[src/rtl/core/bdq_pkg.sv]
// Shared types for the bounded double-ended queue: action codes, controller
// states, datapath command and status bundles.
// No dependencies.
`timescale 1ns / 1ps
`default_nettype none

package bdq_pkg;

  // Action codes carried by each input transaction
  typedef enum logic [2:0] {
    ACT_PUSH_FRONT = 3'd0,
    ACT_PUSH_BACK  = 3'd1,
    ACT_POP_FRONT  = 3'd2,
    ACT_POP_BACK   = 3'd3,
    ACT_LIST       = 3'd4
  } action_t;

  // Controller states
  typedef enum logic [1:0] {
    ST_IDLE     = 2'd0,
    ST_POP_WAIT = 2'd1,
    ST_LIST     = 2'd2
  } state_t;

  // Which slot the storage port addresses this cycle
  typedef enum logic [2:0] {
    ADDR_FRONT_DEC  = 3'd0,  // slot ahead of the front element
    ADDR_BACK_FREE  = 3'd1,  // first free slot behind the back element
    ADDR_FRONT      = 3'd2,  // front element
    ADDR_BACK       = 3'd3,  // back element
    ADDR_LIST       = 3'd4   // element at the running list offset
  } addr_sel_t;

  // Pointer and count update
  typedef enum logic [2:0] {
    PTR_NONE       = 3'd0,
    PTR_PUSH_FRONT = 3'd1,
    PTR_PUSH_BACK  = 3'd2,
    PTR_POP_FRONT  = 3'd3,
    PTR_POP_BACK   = 3'd4
  } ptr_op_t;

  // Commands from controller to datapath
  typedef struct packed {
    logic      wr_en;
    logic      rd_en;
    addr_sel_t addr_sel;
    ptr_op_t   ptr_op;
    logic      list_load;
    logic      list_step;
    logic      emit;
    logic      emit_ok;
    logic      emit_ram_data;
    logic      emit_last;
  } ctrl_cmd_t;

  // Status from datapath to controller
  typedef struct packed {
    logic full;
    logic empty;
    logic list_done;
  } dp_status_t;

endpackage

`default_nettype wire

[src/rtl/core/bdq_ram.sv]
// Generic single-write, single-read RAM with registered read data.
// No dependencies.
`timescale 1ns / 1ps
`default_nettype none

module bdq_ram #(
  parameter int WIDTH = 32,
  parameter int DEPTH = 16
) (
  input  wire logic                     clk,
  input  wire logic                     we,
  input  wire logic [$clog2(DEPTH)-1:0] waddr,
  input  wire logic [WIDTH-1:0]         wdata,
  input  wire logic                     re,
  input  wire logic [$clog2(DEPTH)-1:0] raddr,
  output logic      [WIDTH-1:0]         rdata
);

  logic [WIDTH-1:0] mem [DEPTH];

  // Write and registered read
  always_ff @(posedge clk) begin
    if (we) begin
      mem[waddr] <= wdata;
    end
    if (re) begin
      rdata <= mem[raddr];
    end
  end

endmodule

`default_nettype wire

[src/rtl/core/bdq_datapath.sv]
// Datapath of the double-ended queue: slot storage, front pointer, element
// count, list offset and result registers. Uses bdq_pkg and bdq_ram.
`timescale 1ns / 1ps
`default_nettype none

module bdq_datapath #(
  parameter int DEPTH      = 16,
  parameter int DATA_WIDTH = 32,
  parameter int IDX_W      = $clog2(DEPTH),
  parameter int CNT_W      = $clog2(DEPTH + 1)
) (
  input  wire logic                         clk,
  input  wire logic                         rst,
  input  wire bdq_pkg::ctrl_cmd_t           cmd,
  output bdq_pkg::dp_status_t               status,
  input  wire logic signed [DATA_WIDTH-1:0] data_in,
  output logic                              done,
  output logic                              ok,
  output logic signed [DATA_WIDTH-1:0]      data_out,
  output logic [CNT_W-1:0]                  element_count,
  output logic                              is_empty,
  output logic                              last
);

  logic [IDX_W-1:0]      front;
  logic [IDX_W-1:0]      front_next;
  logic [CNT_W-1:0]      count;
  logic [CNT_W-1:0]      count_next;
  logic [CNT_W-1:0]      list_off;
  logic [CNT_W-1:0]      offset;
  logic [IDX_W-1:0]      addr;
  logic [IDX_W-1:0]      front_inc;
  logic [DATA_WIDTH-1:0] rdata;

  // Add an offset below DEPTH to an index and wrap around the buffer
  function automatic logic [IDX_W-1:0] wrap_add(input logic [IDX_W-1:0] base,
                                                input logic [CNT_W-1:0] off);
    logic [CNT_W:0] sum;
    sum = (CNT_W+1)'(base) + (CNT_W+1)'(off);
    if (sum >= (CNT_W+1)'(DEPTH)) begin
      sum = sum - (CNT_W+1)'(DEPTH);
    end
    return sum[IDX_W-1:0];
  endfunction

  // Select the slot offset from the front
  always_comb begin
    unique case (cmd.addr_sel)
      bdq_pkg::ADDR_FRONT_DEC: offset = CNT_W'(DEPTH - 1);
      bdq_pkg::ADDR_BACK_FREE: offset = count;
      bdq_pkg::ADDR_FRONT:     offset = '0;
      bdq_pkg::ADDR_BACK:      offset = count - CNT_W'(1);
      bdq_pkg::ADDR_LIST:      offset = list_off;
      default:                 offset = '0;
    endcase
  end

  assign addr      = wrap_add(front, offset);
  assign front_inc = wrap_add(front, CNT_W'(1));

  // Compute pointer and count updates
  always_comb begin
    front_next = front;
    count_next = count;
    unique case (cmd.ptr_op)
      bdq_pkg::PTR_NONE: begin
      end
      bdq_pkg::PTR_PUSH_FRONT: begin
        front_next = addr;
        count_next = count + CNT_W'(1);
      end
      bdq_pkg::PTR_PUSH_BACK: begin
        count_next = count + CNT_W'(1);
      end
      bdq_pkg::PTR_POP_FRONT: begin
        front_next = front_inc;
        count_next = count - CNT_W'(1);
      end
      bdq_pkg::PTR_POP_BACK: begin
        count_next = count - CNT_W'(1);
      end
      default: begin
      end
    endcase
  end

  // Hold pointer, count and list offset
  always_ff @(posedge clk) begin
    if (rst) begin
      front    <= '0;
      count    <= '0;
      list_off <= '0;
    end else begin
      front <= front_next;
      count <= count_next;
      if (cmd.list_load) begin
        list_off <= CNT_W'(1);
      end else if (cmd.list_step) begin
        list_off <= list_off + CNT_W'(1);
      end
    end
  end

  // Slot storage
  bdq_ram #(
    .WIDTH (DATA_WIDTH),
    .DEPTH (DEPTH)
  ) u_ram (
    .clk   (clk),
    .we    (cmd.wr_en),
    .waddr (addr),
    .wdata (data_in),
    .re    (cmd.rd_en),
    .raddr (addr),
    .rdata (rdata)
  );

  // Register one result transaction
  always_ff @(posedge clk) begin
    if (rst) begin
      done <= 1'b0;
    end else begin
      done <= cmd.emit;
    end
    if (cmd.emit) begin
      ok       <= cmd.emit_ok;
      data_out <= cmd.emit_ram_data ? rdata : '0;
    end
  end

  // The last mark rides with the result payload
  logic last_q;
  always_ff @(posedge clk) begin
    if (cmd.emit) begin
      last_q <= cmd.emit_last;
    end
  end

  assign last             = last_q;
  assign element_count    = count;
  assign is_empty         = (count == '0);
  assign status.full      = (count == CNT_W'(DEPTH));
  assign status.empty     = (count == '0);
  assign status.list_done = (list_off == count);

endmodule

`default_nettype wire

[src/rtl/core/bdq_controller.sv]
// Controller state machine of the double-ended queue: decodes each action
// and sequences storage reads and result emission. Uses bdq_pkg.
`timescale 1ns / 1ps
`default_nettype none

module bdq_controller (
  input  wire logic                clk,
  input  wire logic                rst,
  input  wire logic                start,
  input  wire logic [2:0]          action,
  input  wire bdq_pkg::dp_status_t status,
  output logic                     busy,
  output bdq_pkg::ctrl_cmd_t       cmd
);

  bdq_pkg::state_t state;
  bdq_pkg::state_t state_next;

  // State register
  always_ff @(posedge clk) begin
    if (rst) begin
      state <= bdq_pkg::ST_IDLE;
    end else begin
      state <= state_next;
    end
  end

  assign busy = (state != bdq_pkg::ST_IDLE);

  // Next state and datapath commands
  always_comb begin
    state_next        = state;
    cmd.wr_en         = 1'b0;
    cmd.rd_en         = 1'b0;
    cmd.addr_sel      = bdq_pkg::ADDR_FRONT;
    cmd.ptr_op        = bdq_pkg::PTR_NONE;
    cmd.list_load     = 1'b0;
    cmd.list_step     = 1'b0;
    cmd.emit          = 1'b0;
    cmd.emit_ok       = 1'b0;
    cmd.emit_ram_data = 1'b0;
    cmd.emit_last     = 1'b1;
    unique case (state)
      bdq_pkg::ST_IDLE: begin
        if (start) begin
          unique case (bdq_pkg::action_t'(action))
            bdq_pkg::ACT_PUSH_FRONT: begin
              cmd.emit    = 1'b1;
              cmd.emit_ok = !status.full;
              if (!status.full) begin
                cmd.wr_en    = 1'b1;
                cmd.addr_sel = bdq_pkg::ADDR_FRONT_DEC;
                cmd.ptr_op   = bdq_pkg::PTR_PUSH_FRONT;
              end
            end
            bdq_pkg::ACT_PUSH_BACK: begin
              cmd.emit    = 1'b1;
              cmd.emit_ok = !status.full;
              if (!status.full) begin
                cmd.wr_en    = 1'b1;
                cmd.addr_sel = bdq_pkg::ADDR_BACK_FREE;
                cmd.ptr_op   = bdq_pkg::PTR_PUSH_BACK;
              end
            end
            bdq_pkg::ACT_POP_FRONT: begin
              if (status.empty) begin
                cmd.emit = 1'b1;
              end else begin
                cmd.rd_en    = 1'b1;
                cmd.addr_sel = bdq_pkg::ADDR_FRONT;
                cmd.ptr_op   = bdq_pkg::PTR_POP_FRONT;
                state_next   = bdq_pkg::ST_POP_WAIT;
              end
            end
            bdq_pkg::ACT_POP_BACK: begin
              if (status.empty) begin
                cmd.emit = 1'b1;
              end else begin
                cmd.rd_en    = 1'b1;
                cmd.addr_sel = bdq_pkg::ADDR_BACK;
                cmd.ptr_op   = bdq_pkg::PTR_POP_BACK;
                state_next   = bdq_pkg::ST_POP_WAIT;
              end
            end
            bdq_pkg::ACT_LIST: begin
              if (status.empty) begin
                cmd.emit    = 1'b1;
                cmd.emit_ok = 1'b1;
              end else begin
                cmd.rd_en     = 1'b1;
                cmd.addr_sel  = bdq_pkg::ADDR_FRONT;
                cmd.list_load = 1'b1;
                state_next    = bdq_pkg::ST_LIST;
              end
            end
            default: begin
              // unused action code: report failure, change nothing
              cmd.emit = 1'b1;
            end
          endcase
        end
      end
      bdq_pkg::ST_POP_WAIT: begin
        // read data is back: emit the popped value
        cmd.emit          = 1'b1;
        cmd.emit_ok       = 1'b1;
        cmd.emit_ram_data = 1'b1;
        state_next        = bdq_pkg::ST_IDLE;
      end
      bdq_pkg::ST_LIST: begin
        // emit the element read last cycle; unless the list is done, fetch the next one
        cmd.emit          = 1'b1;
        cmd.emit_ok       = 1'b1;
        cmd.emit_ram_data = 1'b1;
        cmd.emit_last     = status.list_done;
        if (status.list_done) begin
          state_next = bdq_pkg::ST_IDLE;
        end else begin
          cmd.rd_en     = 1'b1;
          cmd.addr_sel  = bdq_pkg::ADDR_LIST;
          cmd.list_step = 1'b1;
        end
      end
      default: begin
        state_next = bdq_pkg::ST_IDLE;
      end
    endcase
  end

endmodule

`default_nettype wire

[src/rtl/core/bounded_double_ended_queue.sv]
// Top level of the bounded double-ended queue: controller plus datapath.
// Uses bdq_pkg, bdq_controller, bdq_datapath (which holds bdq_ram).
//
// A transaction is accepted when start is high and busy is low. Each result
// appears for one cycle with done high and cannot be held off. Pushes,
// failed actions, listing an empty queue and unused action codes show their
// result in the next cycle, while a new transaction may already be
// accepted. A successful pop reads the slot memory, whose read data is
// registered, and emits the value from the pop wait state. A list of n
// elements gives n back-to-back results, front first, the final one with
// last high; the memory read port streams one element per cycle. Count and
// empty flag reflect the state after the action. No clearing pass follows
// reset.
`timescale 1ns / 1ps
`default_nettype none

module bounded_double_ended_queue #(
  parameter int DEPTH      = 16,
  parameter int DATA_WIDTH = 32
) (
  input  wire logic                         clk,
  input  wire logic                         rst,
  input  wire logic                         start,
  output logic                              busy,
  input  wire logic [2:0]                   action,
  input  wire logic signed [DATA_WIDTH-1:0] data_in,
  output logic                              done,
  output logic                              ok,
  output logic signed [DATA_WIDTH-1:0]      data_out,
  output logic [$clog2(DEPTH+1)-1:0]        element_count,
  output logic                              is_empty,
  output logic                              last
);

  bdq_pkg::ctrl_cmd_t  cmd;
  bdq_pkg::dp_status_t status;

  bdq_controller u_ctrl (
    .clk    (clk),
    .rst    (rst),
    .start  (start),
    .action (action),
    .status (status),
    .busy   (busy),
    .cmd    (cmd)
  );

  bdq_datapath #(
    .DEPTH      (DEPTH),
    .DATA_WIDTH (DATA_WIDTH)
  ) u_dp (
    .clk           (clk),
    .rst           (rst),
    .cmd           (cmd),
    .status        (status),
    .data_in       (data_in),
    .done          (done),
    .ok            (ok),
    .data_out      (data_out),
    .element_count (element_count),
    .is_empty      (is_empty),
    .last          (last)
  );

  // A non-final list result is always followed by another result
  assert property (@(posedge clk) disable iff (rst)
    done && ok && !last |=> done)
    else $error("list stream broke before its last element");

  // The count never exceeds the capacity
  assert property (@(posedge clk) disable iff (rst)
    element_count <= ($clog2(DEPTH+1))'(DEPTH))
    else $error("element count beyond capacity");

  // Popping an empty queue fails in the next cycle
  assert property (@(posedge clk) disable iff (rst)
    start && !busy && is_empty &&
    (action == bdq_pkg::ACT_POP_FRONT || action == bdq_pkg::ACT_POP_BACK)
    |=> done && !ok && last)
    else $error("pop on empty queue did not fail at once");

  // A multi-cycle action never starts with a result already due
  assert property (@(posedge clk) disable iff (rst)
    $rose(busy) |-> !done)
    else $error("result emitted on entry to a multi-cycle action");

endmodule

`default_nettype wire
[config.mk]
export PLATFORM = sky130hd
export DESIGN_NAME = bounded_double_ended_queue
export DESIGN_NICKNAME = d
export VERILOG_FILES = /design/src/rtl/core/bdq_pkg.sv /design/src/rtl/core/bdq_ram.sv /design/src/rtl/core/bdq_datapath.sv /design/src/rtl/core/bdq_controller.sv /design/src/rtl/core/bounded_double_ended_queue.sv
export SDC_FILE = /design/constraint.sdc
export NUM_CORES = 1
export LEC_CHECK = 0
export ABC_AREA = 0
export ABC_CLOCK_PERIOD_IN_PS = 13700
export BUFFER_PORTS_ARGS = -buffer_cell sky130_fd_sc_hd__buf_2
export CAP_MARGIN = 20
export CELL_PAD_IN_SITES_DETAIL_PLACEMENT = 0
export CELL_PAD_IN_SITES_GLOBAL_PLACEMENT = 1
export CORE_ASPECT_RATIO = 1.2
export CORE_MARGIN = 2
export CORE_UTILIZATION = 25
export CTS_CLUSTER_DIAMETER = 80
export CTS_CLUSTER_SIZE = 16
export DETAILED_ROUTE_END_ITERATION = 12
export PLACE_DENSITY_LB_ADDON = 0.25
export SYNTH_ARGS = -nofsm -noshare
export SYNTH_HDL_FRONTEND = slang
export SYNTH_SLANG_ARGS = --single-unit
[constraint.sdc]
create_clock -name clk -period 13.7 [get_ports clk]
set_clock_uncertainty 0.15 [all_clocks]
set_input_delay 0 -clock clk [delete_from_list [all_inputs] [get_ports clk]]
set_output_delay 0 -clock clk [all_outputs]
set_load 0.05 [all_outputs]
**Yosys cells after proc, flatten, opt, wreduce, memory -nomap -nowiden**

Memories as Yosys holds them, arrays and structs flattened. A register that Yosys moved wholly into a read port is not among the register bits.
Index checks and enable logic that the tools add are counted.

- Word-level logic and storage cells: 96
- Register bits: 51
- Bits in read-only memories: 0
- Bits of input ports: 38
- Latch bits: 0
- RAM bits: 512
- Memories: 1
- Output and inout bits: 42

- Shifts and indexed selects: 0
- Muxes and demuxes: 41
- Reduce and logical (&&, ||, !) cells: 16
- Bitwise logic cells: 0
- Order comparisons: 2
- Multiply operators: 0
- Add/subtract/negate cells: 7
- Divide/modulo/power cells: 0
- Equal/unequal tests: 20

Memory list:

| name | words | width | read ports | clocked after memory_dff | wr ports | line | text |
|---|---|---|---|---|---|---|---|
| u_dp.u_ram.mem | 16 | 32 | 1 | 1 | 1 | bdq_ram.sv:19 | `logic [WIDTH-1:0] mem [DEPTH];` |

Operators by type and width:

| operator | number |
|---|---|
| 4-bit 2-to-1 mux | 5 |
| 5-bit case mux with 4 select lines | 1 |
| 4-bit case mux with 2 select lines | 2 |
| 3-bit by 2-bit equality test with 1-bit output (second input constant) | 5 |
| 3-bit case mux with 5 select lines | 1 |
| 7-bit 2-to-1 mux | 2 |
| 1-bit 2-to-1 mux | 13 |
| 2-bit 2-to-1 mux | 6 |
| 2-bit case mux with 2 select lines | 3 |
| 3-bit case mux with 4 select lines | 1 |
| 2-bit OR reduction | 6 |
| 5-bit by 1-bit adder with 5-bit output (second input constant) | 2 |
| 5-bit 2-to-1 mux | 2 |
| 5-bit case mux with 2 select lines | 1 |
| 3-bit by 1-bit equality test with 1-bit output (second input constant) | 3 |
| 3-bit equality test (second input constant) | 3 |
| 9-bit 2-to-1 mux | 1 |
| 3-bit != test (second input constant) | 3 |
| 2-bit nonzero test | 4 |
| 4-bit by 1-bit subtractor with 4-bit output (second input constant) | 2 |
| 4-bit by 5-bit adder with 6-bit output | 1 |
| 6-bit by 5-bit greater-or-equal comparator with 1-bit output (second input constant) | 1 |
| 3-bit logical NOT | 2 |
| 4-bit by 1-bit adder with 5-bit output (second input constant) | 1 |
| other kinds (14) | 15 |

**Depth between registers and ports, before layout**

- Depth after elaboration: 11
- Mapped depth: 20
- Mapped depth without buffers: 15

**Modules after synthesis**

A second synthesis with hierarchy kept.

- Cell total of the unflattened synthesis: 1,116
- Area, all modules: 22,980.8 um^2

By module, submodules not included:

| module | area an instance (um^2) | times used | cells an instance | seq. area each (um^2) |
|---|---|---|---|---|
| bdq_ram | 20,155.6 | 1 | 838 | 16,335.7 |
| bdq_datapath | 2,439.8 | 1 | 226 | 1,321.3 |
| bdq_controller | 385.4 | 1 | 52 | 40.0 |

**Least setup slack after synthesis**

OpenSTA, ideal clock, no wires.

- Path kind: reg-to-reg
- From: reg u_dp.count[0] (netlist: u_dp.element_count[0])
- To: mem u_dp.u_ram.mem[4][0], enable pin
- Data required time: 13,082 ps
- Setup time: 468 ps
- Buffers on the path: 3
- Stages on the path, launching flop included: 15
- Clock period less this slack: 7,051 ps
- Slack: 6,649 ps
- Data arrival time: 6,433 ps
- Path through: dfxtp_1 -> buf_2 -> inv_1 -> ha_1 -> and4bb_1 -> o32a_1 -> a21oi_1 -> or3_1 -> o21ai_0 -> ha_1 -> fa_1 -> clkbuf_1 -> clkbuf_1 -> or4b_2 -> nor3b_1

- Longest elaborated chain between the ends: 10
- Elaborated cells on any way between the ends: 25
- Classes of those cells: add/sub: 3; order compare: 1; eq/ne: 5; mux: 14; reduce/logical: 2

RTL lines:

| element | line | text |
|---|---|---|
| start, declared | bdq_datapath.sv:27 | `logic [CNT_W-1:0] count;` |
| start signal, assigned | bdq_datapath.sv:95 | `count <= count_next;` |
| 5-bit equality test / 5-bit logical NOT (equally long branches) | bdq_datapath.sv:142, bdq_datapath.sv:143 |  |
| 5-bit 2-to-1 mux (tied with other cells) | bdq_controller.sv:59 | `if (!status.full) begin` |
| 3-bit case mux with 5 select lines | bdq_controller.sv:46 | `unique case (bdq_pkg::action_t'(action))` |
| 9-bit 2-to-1 mux | bdq_controller.sv:45 | `if (start) begin` |
| 4-bit case mux with 2 select lines | bdq_controller.sv:43 | `unique case (state)` |
| 3-bit equality test (tied with other cells) | bdq_datapath.sv:48 | `unique case (cmd.addr_sel)` |
| 5-bit case mux with 4 select lines | bdq_datapath.sv:48 |  |
| 4-bit by 5-bit adder with 6-bit output | bdq_datapath.sv:39 | `sum = (CNT_W+1)'(base) + (CNT_W+1)'(off);` |
| 6-bit by 5-bit greater-or-equal comparator with 1-bit output / 4-bit by 1-bit subtractor with 4-bit output (equally long branches) | bdq_datapath.sv:40, bdq_datapath.sv:41 |  |
| 4-bit 2-to-1 mux | bdq_datapath.sv:40 | `if (sum >= (CNT_W+1)'(DEPTH)) begin` |
| end, declared | bdq_ram.sv:19 |  |

Parallel ways exist; a longest one is shown, timed or not.

**Worst setup path after layout**

- From: reg u_dp.count[0] (netlist: u_dp.element_count[0])
- To: mem u_dp.u_ram.mem[8][16], enable pin

Same word-level chain as after synthesis.

==> results.ini <==
[synthesis]
synth_top_cell_area_share=0.7483
yosysWarnings=0
synthTopCellsByCount=edfxtp_1 (578), mux4_2 (128), mux2i_1 (98)
synth-seq-cells=595
synth_ff_type=edfxtp_1
syn_area_sq_um=23200
yosys-top-cells-area=edfxtp_1 (75%), mux4_2 (12%), mux2i_1 (4.2%), dfxtp_1 (1.5%), and2_1 (0.86%)
syn-instance-count=1086
ys_types=58
synth-edff-count=578
syn-num-nets=1136
synthArstFlopShare=0
seq_area_frac_synth=0.7629
avgSynthCellArea_sq_um=21.36
yosysMostFrequentCell=edfxtp_1
yosys.area.top_type=edfxtp_1

[sta]
tightest_slew_ps=1050
finalSetupTns_ps=0
rsz0062_at_grt=no
holdWs_ps=183.0
final-max-slew-violation-count=0
hold_viol=0
final-setup-viol-count=0
fmax_mhz=165.7
fin_ws_ps=7666
maxSlewHeadroom=0.3000
period_share=0.4405
fin_crit_ps=6034

[setup_path]
r2r_slack_ps=7670
crit_type=flip-flop to flip-flop
r2r_cells=13
end_kind=flip-flop
critPathMostFrequentCell=buf_4
crit_path_max_fanout=58
worstPathArrival_ps=6110
critPathSlowestCell=or4b_2
critPathRequiredTime_ps=13770
cpPeakStageDelay_ps=870
worstPathCellList=inv_1, ha_1, and4bb_1, o32a_1, a21oi_1, or3_1, o21ai_0, ha_4, fa_4, buf_4, or4b_2, nor3_2, buf_4
crit_path_start_kind=flip-flop

[placement]
place_area_sq_um=25300
dp_slack_ps=7597
dpl.cell_count=2383
dp_hpwl_um=31770
place_congestion=0.7155
numPortBuffers=79

[drt]
drt.antenna.violating_nets=0
via_per_inst=4.366
drt-total-wl_um=56980
post_drt_wl_per_cell_um=22.98
drc=0
vias=10820
dr.pass1.iters=5
initialDrtViolationCount=772

[grt]
grt_use_met3=0.02053
grt_util_all_layers=0.1210
grt_busiest_layer=met2
antenna_found_initial=3
grt_max_degree=61
grt_pass1_vias=11700
use_met2=0.2140
gr-usage-met1=0.1537
global_route.overflow_total=0
grt_pass1_wl_um=83250

[clocking]
cts_buffer_depth=3
h-tree-depth=2
cts_made_buffers=44
cts_tree=done
insertion_delay_ps=590
clk_pin_slew_ps=70
cts-root-buf=clkbuf_16
clock-sinks=595
cts_setup_buffers=0

[job]
drv_cap=0

[floorplan]
start_util=0.2520
rows=122
fp.coreArea_sq_um=92050
io_pins=80
dieWidth_um=282.1
die_h_um=337.7
die_area_sq_um=95250

[pwr]
ir_worst_vdd_v=0.00007105
intPower_uw=2907
pwr-share-seq=0.527
leakage_uw=0.008398
clock_power_share=0.304
power_density_nw_per_um2=147.6
switchingPower_uw=1063
p_sw_frac=0.2677
combPwrFrac=0.169

[finish]
antenna_cells=0
instances_no_fill=2479
fin_nets=1278
fin_area_sq_um=26890
syn_to_final_growth_pct=15.93
drive_above_1_share=0.2591
multi_input_area_sq_um=5330
fillCellCount=8999
seq_area_sq_um=17700

[min_path]
holdPathStages=2
hp-class=input pin to flip-flop

[outcome]
outcome=finished clean

## power by group through the flow
stage	Combinational, uW	Clock (uW)	Sequential, uW
floorplan	347	0	2260
CTS	697	1260	2090
detailed placement	685	0	2130
global placement	686	0	2130
global route	731	1310	2100
finish	672	1210	2090
## worst paths after layout
check,from,end
setup / recovery,u_dp.element_count[0],u_dp.u_ram.mem[8][16]
hold / removal,data_in[20],u_dp.u_ram.mem[14][20]
setup reg to reg,u_dp.element_count[0],u_dp.u_ram.mem[8][16]
hold reg to reg,u_dp.u_ram.rdata[9],u_dp.data_out[9]
## state kept, by name, indices dropped and copies added (netlist names)
register and cells:
u_ctrl.state 2, u_dp.data_out 32, u_dp.done 1, u_dp.element_count 5, u_dp.front 4, u_dp.last 1
u_dp.list_off 5, u_dp.ok 1, u_dp.u_ram.mem 512, u_dp.u_ram.rdata 32
## placed cells by master, fill, tap and decap left out, types with 10 or more instances in the layout
cell type,count
dfxtp_1,17
o21ai_0,12
and2_1,32
mux2i_1,98
edfxtp_1,578
mux4_2,128
inv_1,13
nor2_1,17
ha_1,10
buf_4,36
nand2_1,10
buf_2,79
dlygate4sd3_1,39
clkbuf_16,45
## routing by layer
metal  vias to the layer above  part of all wire  routed length [um]
met5                         -           0.00046                  26
met4                         4             0.018                1017
li1                       4721                 -                   -
met2                       180              0.52               29450
met3                        75             0.039                2220
met1                      5844              0.43               24260
## through the flow
| step | util | power [uW] |
|---|---|---|
| CTS | 0.2921 | 4051 |
| global route | 0.2921 | 4139 |
| finish | 0.2921 | 3970 |
| detailed placement | 0.2748 | 2817 |
| floorplan | - | 2602 |
| global placement | 0.2748 | 2818 |
## cell type report
class | instances | area share
clock buffers | 51 | 0.04271
inverters | 14 | 0.001954
multi-input cells | 419 | 0.1982
clock inverters | 6 | 0.002047
well taps | 1240 | 0.05770
repair buffers | 154 | 0.03927
flip-flops and latches | 595 | 0.6581
## cell families (layout without fill, tap and decap cells)
group	count (synthesis)	after routing	share of synthesized area
DFF	595	595	0.7629
muxes	226	226	0.1666
and+or+nand+nor	118	118	0.02999
buffers and inverters	72	225	0.01381
AOI/OAI and AO/OA	45	45	0.01311
xor gates and xnor gates	18	18	0.006797
adders and majority gates	12	12	0.006796
## timing repair
| item | CTS | global route |
|---|---|---|
| hold endpoints to repair | 534 | 0 |
| resized for setup | 0 | 0 |
| hold buffers | 39 | 0 |
## worst max-delay path: cells and delay by family (launching register included)
kind            cells  cell delay [ps]
buf+inv             3             1100
compound gates      3              900
simple gates        4             1680
fa+ha+maj           3             1250
flops               1              550
No activity file was read; power rests on OpenSTA's default activity.
